### src/rtl/assert_macros.svh
// ---------------------------------------------------------------------------
// assert_macros.svh
// concurrent assertion helpers used by ray_box_hit_distance.sv
// ---------------------------------------------------------------------------
`ifndef ASSERT_MACROS_SVH
`define ASSERT_MACROS_SVH

// clocked property, ignored while reset is high
`define ASSERT_CLK_RST(label, clk, rst, prop, msg) \
   label: assert property (@(posedge clk) disable iff (rst) prop) else $error(msg);

// clocked property, checked during reset too
`define ASSERT_CLK(label, clk, prop, msg) \
   label: assert property (@(posedge clk) prop) else $error(msg);

`endif

### src/rtl/rbhd_pkg.sv
// ---------------------------------------------------------------------------
// rbhd_pkg
// shared types and constants for the ray versus box slab test
// ---------------------------------------------------------------------------
`default_nettype none

package rbhd_pkg;

   // fixed point word layout
   localparam int WORD_W            = 32;
   localparam int DIFF_W            = WORD_W + 1;
   localparam int PROD_W            = DIFF_W + WORD_W;
   localparam int DIST_W            = 31;
   localparam int FRAC_BITS_DEFAULT = 16;

   // input word: box corners, ray origin, inverse direction
   typedef struct packed {
      logic signed [WORD_W-1:0] box_min_x;
      logic signed [WORD_W-1:0] box_min_y;
      logic signed [WORD_W-1:0] box_min_z;
      logic signed [WORD_W-1:0] box_max_x;
      logic signed [WORD_W-1:0] box_max_y;
      logic signed [WORD_W-1:0] box_max_z;
      logic signed [WORD_W-1:0] ray_origin_x;
      logic signed [WORD_W-1:0] ray_origin_y;
      logic signed [WORD_W-1:0] ray_origin_z;
      logic signed [WORD_W-1:0] inv_dir_x;
      logic signed [WORD_W-1:0] inv_dir_y;
      logic signed [WORD_W-1:0] inv_dir_z;
   } req_word_type;

   // result word
   typedef struct packed {
      logic              is_hit;
      logic [DIST_W-1:0] hit_distance;
   } rsp_word_type;

   // per-stage load enables from the pipeline control
   typedef struct packed {
      logic s1;
      logic s2;
      logic s3;
      logic s4;
      logic s5;
   } stage_en_type;

endpackage

`default_nettype wire

### src/rtl/rbhd_span_merge.sv
// ---------------------------------------------------------------------------
// rbhd_span_merge
// intersects x, y and z spans over two stages and picks the hit distance
// ---------------------------------------------------------------------------
`default_nettype none

module rbhd_span_merge (
   input  wire logic                               clock,
   input  wire rbhd_pkg::stage_en_type             stage_en,
   input  wire logic signed [rbhd_pkg::WORD_W-1:0] x_lo,
   input  wire logic signed [rbhd_pkg::WORD_W-1:0] x_hi,
   input  wire logic signed [rbhd_pkg::WORD_W-1:0] y_lo,
   input  wire logic signed [rbhd_pkg::WORD_W-1:0] y_hi,
   input  wire logic signed [rbhd_pkg::WORD_W-1:0] z_lo,
   input  wire logic signed [rbhd_pkg::WORD_W-1:0] z_hi,
   output rbhd_pkg::rsp_word_type                  rsp_data
);
   import rbhd_pkg::*;

   logic                     hit4_in, hit4_ff;
   logic signed [WORD_W-1:0] tmin4_in, tmax4_in, tmin4_ff, tmax4_ff;
   logic signed [WORD_W-1:0] zlo4_ff, zhi4_ff;
   logic signed [WORD_W-1:0] tmin5, tmax5, pick5;
   logic                     hit5;
   rsp_word_type             rsp_in, rsp_ff;

   // stage 4: x against y
   always_comb begin
      hit4_in  = !((x_lo > y_hi) || (y_lo > x_hi));
      tmin4_in = (y_lo > x_lo) ? y_lo : x_lo;
      tmax4_in = (y_hi < x_hi) ? y_hi : x_hi;
   end

   always_ff @(posedge clock) begin
      if (stage_en.s4) begin
         hit4_ff  <= hit4_in;
         tmin4_ff <= tmin4_in;
         tmax4_ff <= tmax4_in;
         zlo4_ff  <= z_lo;
         zhi4_ff  <= z_hi;
      end
   end

   // stage 5: merge z, then entry distance or exit when entry is behind
   always_comb begin
      hit5  = hit4_ff && !((tmin4_ff > zhi4_ff) || (zlo4_ff > tmax4_ff));
      tmin5 = (zlo4_ff > tmin4_ff) ? zlo4_ff : tmin4_ff;
      tmax5 = (zhi4_ff < tmax4_ff) ? zhi4_ff : tmax4_ff;
      pick5 = tmin5[WORD_W-1] ? tmax5 : tmin5;
      if (hit5 && !pick5[WORD_W-1]) begin
         rsp_in.is_hit       = 1'b1;
         rsp_in.hit_distance = pick5[DIST_W-1:0];
      end else begin
         rsp_in.is_hit       = 1'b0;
         rsp_in.hit_distance = '0;
      end
   end

   always_ff @(posedge clock) begin
      if (stage_en.s5) begin
         rsp_ff <= rsp_in;
      end
   end

   assign rsp_data = rsp_ff;

endmodule

`default_nettype wire

### config.mk
export PLATFORM = sky130hd
export DESIGN_NAME = rbhd_span_merge
export DESIGN_NICKNAME = d
export VERILOG_FILES = /design/src/rtl/assert_macros.svh /design/src/rtl/rbhd_pkg.sv /design/src/rtl/rbhd_span_merge.sv
export SDC_FILE = /design/constraint.sdc
export NUM_CORES = 1
export LEC_CHECK = 0
export BUFFER_PORTS_ARGS = -buffer_cell sky130_fd_sc_hd__buf_2
export CORE_ASPECT_RATIO = 0.5
export CORE_UTILIZATION = 54
export CTS_BUF_LIST = sky130_fd_sc_hd__clkbuf_4 sky130_fd_sc_hd__clkbuf_8
export CTS_CLUSTER_SIZE = 28
export DETAILED_ROUTE_END_ITERATION = 8
export HOLD_SLACK_MARGIN = 0.03
export PLACE_DENSITY = 0.8
export SYNTH_ARGS = -nofsm -noshare
export SYNTH_HDL_FRONTEND = slang
export SYNTH_SLANG_ARGS = --single-unit
### constraint.sdc
create_clock -name clock -period 3.45 [get_ports clock]
set_input_delay 0.345 -clock clock [delete_from_list [all_inputs] [get_ports clock]]
set_output_delay 0.345 -clock clock [all_outputs]
set_load 0.03 [all_outputs]
## After elaboration in Yosys (flattened, before gate mapping)

Index checks and enable logic that the tools add are counted.

- Memory bits (writable): 0
- Bits in registers: 161
- ROM bits: 0
- Bits in latches: 0
- Logic and storage cells: 28
- Memories: 0

- Add/sub/neg operators: 0
- Muxes and demuxes: 6
- Div/mod/pow operators: 0
- $lt $le $gt $ge: 8
- Eq/ne operators: 0
- Multipliers: 0
- Shift operators: 0
- Reduce and logical (&&, ||, !) cells: 7
- Bitwise operators: 0

Operator list:

| cell | count |
|---|---|
| $gt 32x32->1 | 6 |
| $mux 32 | 6 |
| $lt 32x32->1 | 2 |
| $logic_not 1->1 | 3 |
| $logic_and 1x1->1 | 2 |
| $logic_or 1x1->1 | 2 |

## Longest topological paths before layout

Gate-level depths: netlist (run 1).

- Depth after elaboration: 6
- Depth in mapped cells: 12
- Gate-level depth less buffers: 10

## Least setup slack after synthesis (run 1)

Ideal clock, no wire load.

- Path type: reg-to-reg
- Start point: reg tmin4_ff[31]
- End point: reg rsp_ff (netlist bit rsp_data[18]), data pin
- Setup time: 176 ps
- Data arrival time: 3017 ps
- Cell stages (with the launch flop): 11
- Required time: 3274 ps
- Buffers on the path: 1
- Setup slack: 257 ps
- Clock period less this slack: 3193 ps
- Path through: edfxtp_1 -> inv_1 -> ha_1 -> nand4_2 -> or4_4 -> a31oi_1 -> nor2_1 -> o21bai_1 -> clkbuf_1 -> mux2_2 -> nor4_1

- Longest elaborated chain between the ends: 5

RTL lines:

| what | line | source |
|---|---|---|
| start, declared | rbhd_span_merge.sv:21 | `logic signed [WORD_W-1:0] tmin4_in, tmax4_in, tmin4_ff, tmax4_ff;` |
| start signal, assigned | rbhd_span_merge.sv:37 | `tmin4_ff <= tmin4_in;` |
| $gt 32x32->1, on equally long branches | rbhd_span_merge.sv:47, rbhd_span_merge.sv:46 |  |
| $mux 32 / $logic_or 1x1->1 (equally long branches) | rbhd_span_merge.sv:47, rbhd_span_merge.sv:46 |  |
| $mux 32 / $logic_not 1->1 (equally long branches) | rbhd_span_merge.sv:49, rbhd_span_merge.sv:46 |  |
| $logic_not 1->1 / $logic_and 1x1->1 (equally long branches) | rbhd_span_merge.sv:50, rbhd_span_merge.sv:46 |  |
| $logic_and 1x1->1 | rbhd_span_merge.sv:50 | `if (hit5 && !pick5[WORD_W-1]) begin` |
| end signal, assigned | rbhd_span_merge.sv:61 | `rsp_ff <= rsp_in;` |
| end, declared | rbhd_span_merge.sv:25 | `rsp_word_type rsp_in, rsp_ff;` |

Several ways; a longest one is shown, not always the timed one.
A chain may end at the register's enable or synchronous reset.

## Worst setup path after layout (run 1)

- Start point: reg tmin4_ff[27]
- End point: reg rsp_ff (netlist bit rsp_data[30]), data pin

Same word-level chain as after synthesis.

==> results of run 1 <==
-- power by group --
group	switching, W	internal, W
Clock	0.000823	0.000544
Sequential	0.000218	0.00239
Combinational	0.00138	0.00104
-- repair_timing --
item | 4_1_cts | 5_1_grt
resized for setup | 2 | 13
pin swaps | 0 | 5
hold buffers | 44 | 17
endpoints found under the hold margin | 44 | 17
setup endpoints to repair | 14 | 32
buffers inserted | 0 | 1
-- worst max-delay path by stage --
stage | cells after the start | slack, ns | to
floorplan | 10 | 0.26 | rsp_data[18]
global placement | 11 | 0.14 | rsp_data[30]
detailed placement | 11 | -0.004 | rsp_data[30]
CTS | 11 | 0.01 | rsp_data[7]
global route | 12 | -0.03 | rsp_data[30]
finish | 12 | 0.03 | rsp_data[30]
-- worst max-delay path: stages, from the launching register on --
cell and delay (ns):
edfxtp_1 0.51, inv_1 0.14, ha_4 0.30, nand4_1 0.13
or4_4 0.62, o31ai_4 0.26, o21ba_2 0.22, nor4_4 0.19
nor3_4 0.10, a311oi_4 0.28, buf_6 0.17, buf_6 0.16
nor4_1 0.07
-- per-layer routing --
layer  GRT usage [%]  vias up  wire length [um]
met5               0        -                10
met4            7.17        2               665
met3            9.51       50              4970
met2            48.7      556             17700
met1            50.6     5611             20000
li1                -     5477                 -
-- kinds of logic (layout without fill, tap and decap cells) --
logic type	after synthesis	in the layout	share of synthesized area (%)
XOR/XNOR	1	1	0.0653
AND/OR/NAND/NOR	275	275	11.5
AO/OA/AOI/OAI	283	283	14.2
adder cells (fa/ha/maj)	254	254	23.7
multiplexers	95	95	7.68
buffers and inverters	237	550	6.83
flip-flops	161	161	36.1
-- through the flow --
step           cell area (sq um)   TNS, ns  total power (W)
6_report                   16200         0          0.00639
2_1_floorplan              13400         0          0.00401
5_1_grt                    16200    -0.112          0.00670
3_3_place_gp               15100         0          0.00481
3_5_place_dp               15100  -0.00387          0.00489
4_1_cts                    16000         0          0.00628
-- cell type report --
type / count / area [sq um]
well taps: 336 / 420
multi-input cells: 908 / 7750
clock buffers: 18 / 241
flip-flops and latches: 161 / 4830
repair buffers: 320 / 2090
inverters: 198 / 743
fillers: 1877 / 7960
clock inverters: 14 / 139
-- registers in the layout, indices dropped and copies added, names as in the netlist --
register	cells
rsp_data	32
zhi4_ff	32
hit4_ff	1
tmax4_ff	32
zlo4_ff	32
tmin4_ff	32
-- placed cells by master (no fill, tap or decap), drive strengths merged, types with 2 or more instances in the layout --
cell type and count:
nor2 91, nand3 10, o31a 2, a21oi 103, nor2b 14, mux2 63, a221oi 4, o31ai 3
nor4 33, a311oi 33, or4 3, dlygate4sd3 61, a21boi 2, o211ai 9, edfxtp 161, ha 254
clkbuf 18, a21o 49, buf 259, o21a 7, clkinv 4, a31oi 5, a41oi 2, a211o 3
o21bai 3, a211oi 8, nand4 49, inv 207, nor3 16, nand2 38, nand3b 2, and3 3
or3 3, o211a 2, mux2i 32, or2 3, o21ai 30, nand2b 7, o221ai 3
==> flow_metrics.tcl, run 1 <==
set metrics [dict create \
    synth_fp_nets 1758 \
    final_cells 1955 \
    avgViaCountPerCell 5.98 \
    wl_mm 43.3 \
    crit_fanout 9 \
    die_w_um 225 \
    drc 0 \
    final_max_slew_viol_count 0 \
    rr_worst_depth 12 \
    min_period_ns 3.42 \
    yosys_warnings 0 \
    yosysTopAreaCell "edfxtp_1" \
    routed-via-count 11700 \
    syn_area_per_cell_sq_um 10.3 \
    timing.rr.start "tmin4_ff[27]" \
    hold_path.class "in2reg" \
    core_sq_um 24200 \
    grt_pass1_vias 11200 \
    p_leak_nw 7.90 \
    cts_max_path_buffers 2 \
    drv_cap 0 \
    synth_most_common_cell "ha_1" \
    critPathRequiredTime_ns 3.67 \
    portBuffers 226 \
    hold-worst-slack_ns 0.0473 \
    netlist_top_cells_count "254 x ha_1, 198 x inv_1, 161 x edfxtp_1, 103 x a21oi_1, 91 x nor2_1" \
    ys_ff_latch 161 \
    ioPinCount 230 \
    ys_seq_area_share_pct 36.1 \
    rows 40 \
    synth_area_leaders "edfxtp_1 36%, ha_1 24%, inv_1 5.5%" \
    synthCells 1306 \
    synth_top_cell_area_share_pct 36.1 \
    criticalPathCategory "reg2reg" \
    die_y_um 113 \
    setup_violations 0 \
    cts.sinks 161 \
    p_per_area_nw_per_um2 394 \
    h-tree-depth 4 \
    worstHoldStart "z_lo[18]" \
    detail-route-antenna-nets 0 \
    synth_edf_count 161 \
    r2r-end "rsp_data[30]" \
    cts_inserted_buffers 17 \
    clk_pin_slew_ns 0.10 \
    insertion_delay_ns 0.49 \
    startpoint_type "flop" \
    dpl.hpwl_mm 34.9 \
    gp_congestion 1.02 \
    worst_pin_slew_ns 0.878 \
    fin_crit_sh_pct 99.3 \
    hold_path_depth 1 \
    nNetsFinal 2058 \
    final_core_util_pct 67.1 \
    drive_above_1_share_pct 24.5 \
    grt.overflow.total 0 \
    dp_cells 1861 \
    syn_area_sq_um 13400 \
    drt_iter0_markers 1332 \
    die-area_sq_um 25500 \
    grtUsageTotal_pct 34.0 \
    setup.worst_path.start "tmin4_ff[27]" \
    timing.fmax_ghz 0.292 \
    finalHoldViolCount 0 \
    worstHoldEndpoint "zlo4_ff[18]" \
    area_growth_pct 20.9 \
    relSlewSlack_pct 41.5 \
    drt-wirelength-per-cell_um 22.1 \
    antenna_found_initial 1 \
    grt_max_degree 61 \
    crit_arrival_ns 3.65 \
    irDropWorstVdd_v 0.000225 \
    start_util_pct 55.5 \
    ys.flop_type "edfxtp_1" \
    rrSetupSlack_ns 0.03 \
    n_antenna_cell 0 \
    outcome "complete, no violations" \
    ys_types 65 \
    setup_ws_ns 0.0255 \
    drtPass1Iterations 7 \
    synth-async-reset-ratio_pct 0 \
    cts_tree "yes" \
    root_buffer "clkbuf_8" \
    grt_pass1_wl_mm 64.0 \
    cp-end-kind "flop" \
    skew_ns 0.0222 \
    pre_cts_slack_ns -0.00387 \
]
Power figures use the tool's default switching activity.
==> run 2: changes to the inputs <==
SETUP_SLACK_MARGIN = 0.1   (was unset)
==> run 2 against run 1 <==
Compared with the run above: hold slack worse by 0.0026 ns; routed wire length up 1.9%; via count grew 1.8%; clock power barely moved; critical endpoint is now rsp_data[13]; combinational power increased by 8.3%; fmax is 0.30% higher.
==> flow_metrics.tcl, run 2 (synthesis gave the netlist of run 1 again) <==
set metrics [dict create \
    avgViaCountPerCell 6.06 \
    worst_pin_slew_ns 0.895 \
    fin_crit_sh_pct 99.0 \
    final_cell_mix "252 x ha_1, 225 x buf_2, 196 x inv_1, 161 x edfxtp_1, 103 x a21oi_1" \
    seqCellArea_sq_um 4830 \
    start_util_pct 55.5 \
    outcome "complete, no violations" \
    multi_input_comb_area_sq_um 7950 \
    irDropWorstVdd_v 0.000240 \
    n_antenna_cell 0 \
    drv_cap 0 \
    critPathRequiredTime_ns 3.70 \
    wl_mm 44.1 \
    timing.fmax_ghz 0.293 \
    final_max_slew_viol_count 0 \
    setup_tns_ns 0 \
    detail-route-antenna-nets 0 \
    crit_fanout 11 \
    hold_path.class "in2reg" \
    ioPinCount 230 \
    rows 40 \
    grt_max_degree 61 \
    min_period_ns 3.41 \
    p_per_area_nw_per_um2 400 \
    crit_arrival_ns 3.67 \
    drt_iter0_markers 1178 \
    dpl.hpwl_mm 34.9 \
    die_y_um 113 \
    cts.sinks 161 \
    drc 0 \
    skew_ns 0.0223 \
    cts_inserted_buffers 17 \
    p_leak_nw 7.99 \
    gp_congestion 1.02 \
    nNetsFinal 2067 \
    antenna_found_initial 1 \
    cp-end-kind "flop" \
    cts_max_path_buffers 2 \
    area_growth_pct 23.3 \
    grt_pass1_vias 11300 \
    die-area_sq_um 25500 \
    relSlewSlack_pct 40.3 \
    criticalPathCategory "reg2reg" \
    drtPass1Iterations 6 \
    core_sq_um 24200 \
    hold-worst-slack_ns 0.0446 \
    clk_pin_slew_ns 0.11 \
    grt.overflow.total 0 \
    portBuffers 226 \
    startpoint_type "flop" \
    rsz0062_at_grt "yes" \
    fill_cells 1831 \
    insertion_delay_ns 0.49 \
    grt_pass1_wl_mm 64.3 \
    layout_commonest_cell "ha_1" \
    drt-wirelength-per-cell_um 22.5 \
    root_buffer "clkbuf_8" \
    grtUsageTotal_pct 34.1 \
    drive_above_1_share_pct 26.6 \
    finalHoldViolCount 0 \
    h-tree-depth 4 \
    cts_tree "yes" \
    die_w_um 225 \
    setup_violations 0 \
    routed-via-count 11900 \
]
## run 2: cell types whose count changed in the layout (fill, tap and decap cells not counted), sizes merged
cell | before | now
buf | 259 | 266
clkbuf | 18 | 20
## run 2: per-layer routing
metal,global-route usage (%),vias up,wire [um]
li1,-,5495,-
met1,50.8,5740,19900
met2,48.9,613,18300
met3,9.33,54,5150
met4,7.53,0,698
met5,0,-,0
## run 2: critical path, cell delays in order (launching register included)
cell	delay (ns)
edfxtp_1	0.53
inv_1	0.08
ha_1	0.31
nand4_2	0.14
or4_4	0.62
o31ai_4	0.21
o21ba_4	0.19
nor4_4	0.32
nor3_4	0.08
buf_4	0.17
clkbuf_16	0.18
a311oi_2	0.27
nor4_2	0.06
## run 2: worst paths after layout
path | from | endpoint | slack, ns | cells past startpoint
worst min-delay path | z_lo[18] | zlo4_ff[18] | 0.04 | 1
worst min register to register | tmax4_ff[17] | rsp_data[17] | 0.79 | 2
worst max-delay path | tmin4_ff[28] | rsp_data[13] | 0.04 | 12
worst max register to register | tmin4_ff[28] | rsp_data[13] | 0.04 | 12
## run 2: repair_timing
action | in CTS | in global routing
hold endpoints to repair | 44 | 17
setup buffers | 5 | 3
gates cloned | 0 | 2
hold buffers | 44 | 17
setup endpoints to repair | 32 | 32
pin swaps | 6 | 5
gates resized for setup | 11 | 41
## run 2: final cells by class
cell class                 count  share of cell area, %
sequential                   161                   29.2
inverter                     198                   4.49
timing repair buffer         329                   13.4
clock buffer                  18                   1.46
tap                          336                   2.54
clock inverter                14                  0.840
multi-input combinational    908                   48.1
## run 2: stage by stage
| stage | total power, W | cell area [sq um] | utilization, % | setup WS, ns | std cells |
|---|---|---|---|---|---|
| 2_1_floorplan | 0.00401 | 13400 | - | 0.257 | 1306 |
| 3_3_place_gp | 0.00481 | 15100 | 62.6 | 0.139 | 1861 |
| 3_5_place_dp | 0.00489 | 15100 | 62.6 | -0.00387 | 1861 |
| 4_1_cts | 0.00633 | 16000 | 66.4 | 0.111 | 1942 |
| 5_1_grt | 0.00690 | 16500 | 68.4 | -0.0163 | 1964 |
| 6_report | 0.00661 | 16500 | 68.4 | 0.0357 | 1964 |
## run 2: power breakdown
part / switching, W / internal (W)
Combinational: 0.00147 / 0.00116
Sequential: 0.000227 / 0.00239
Clock: 0.000830 / 0.000544
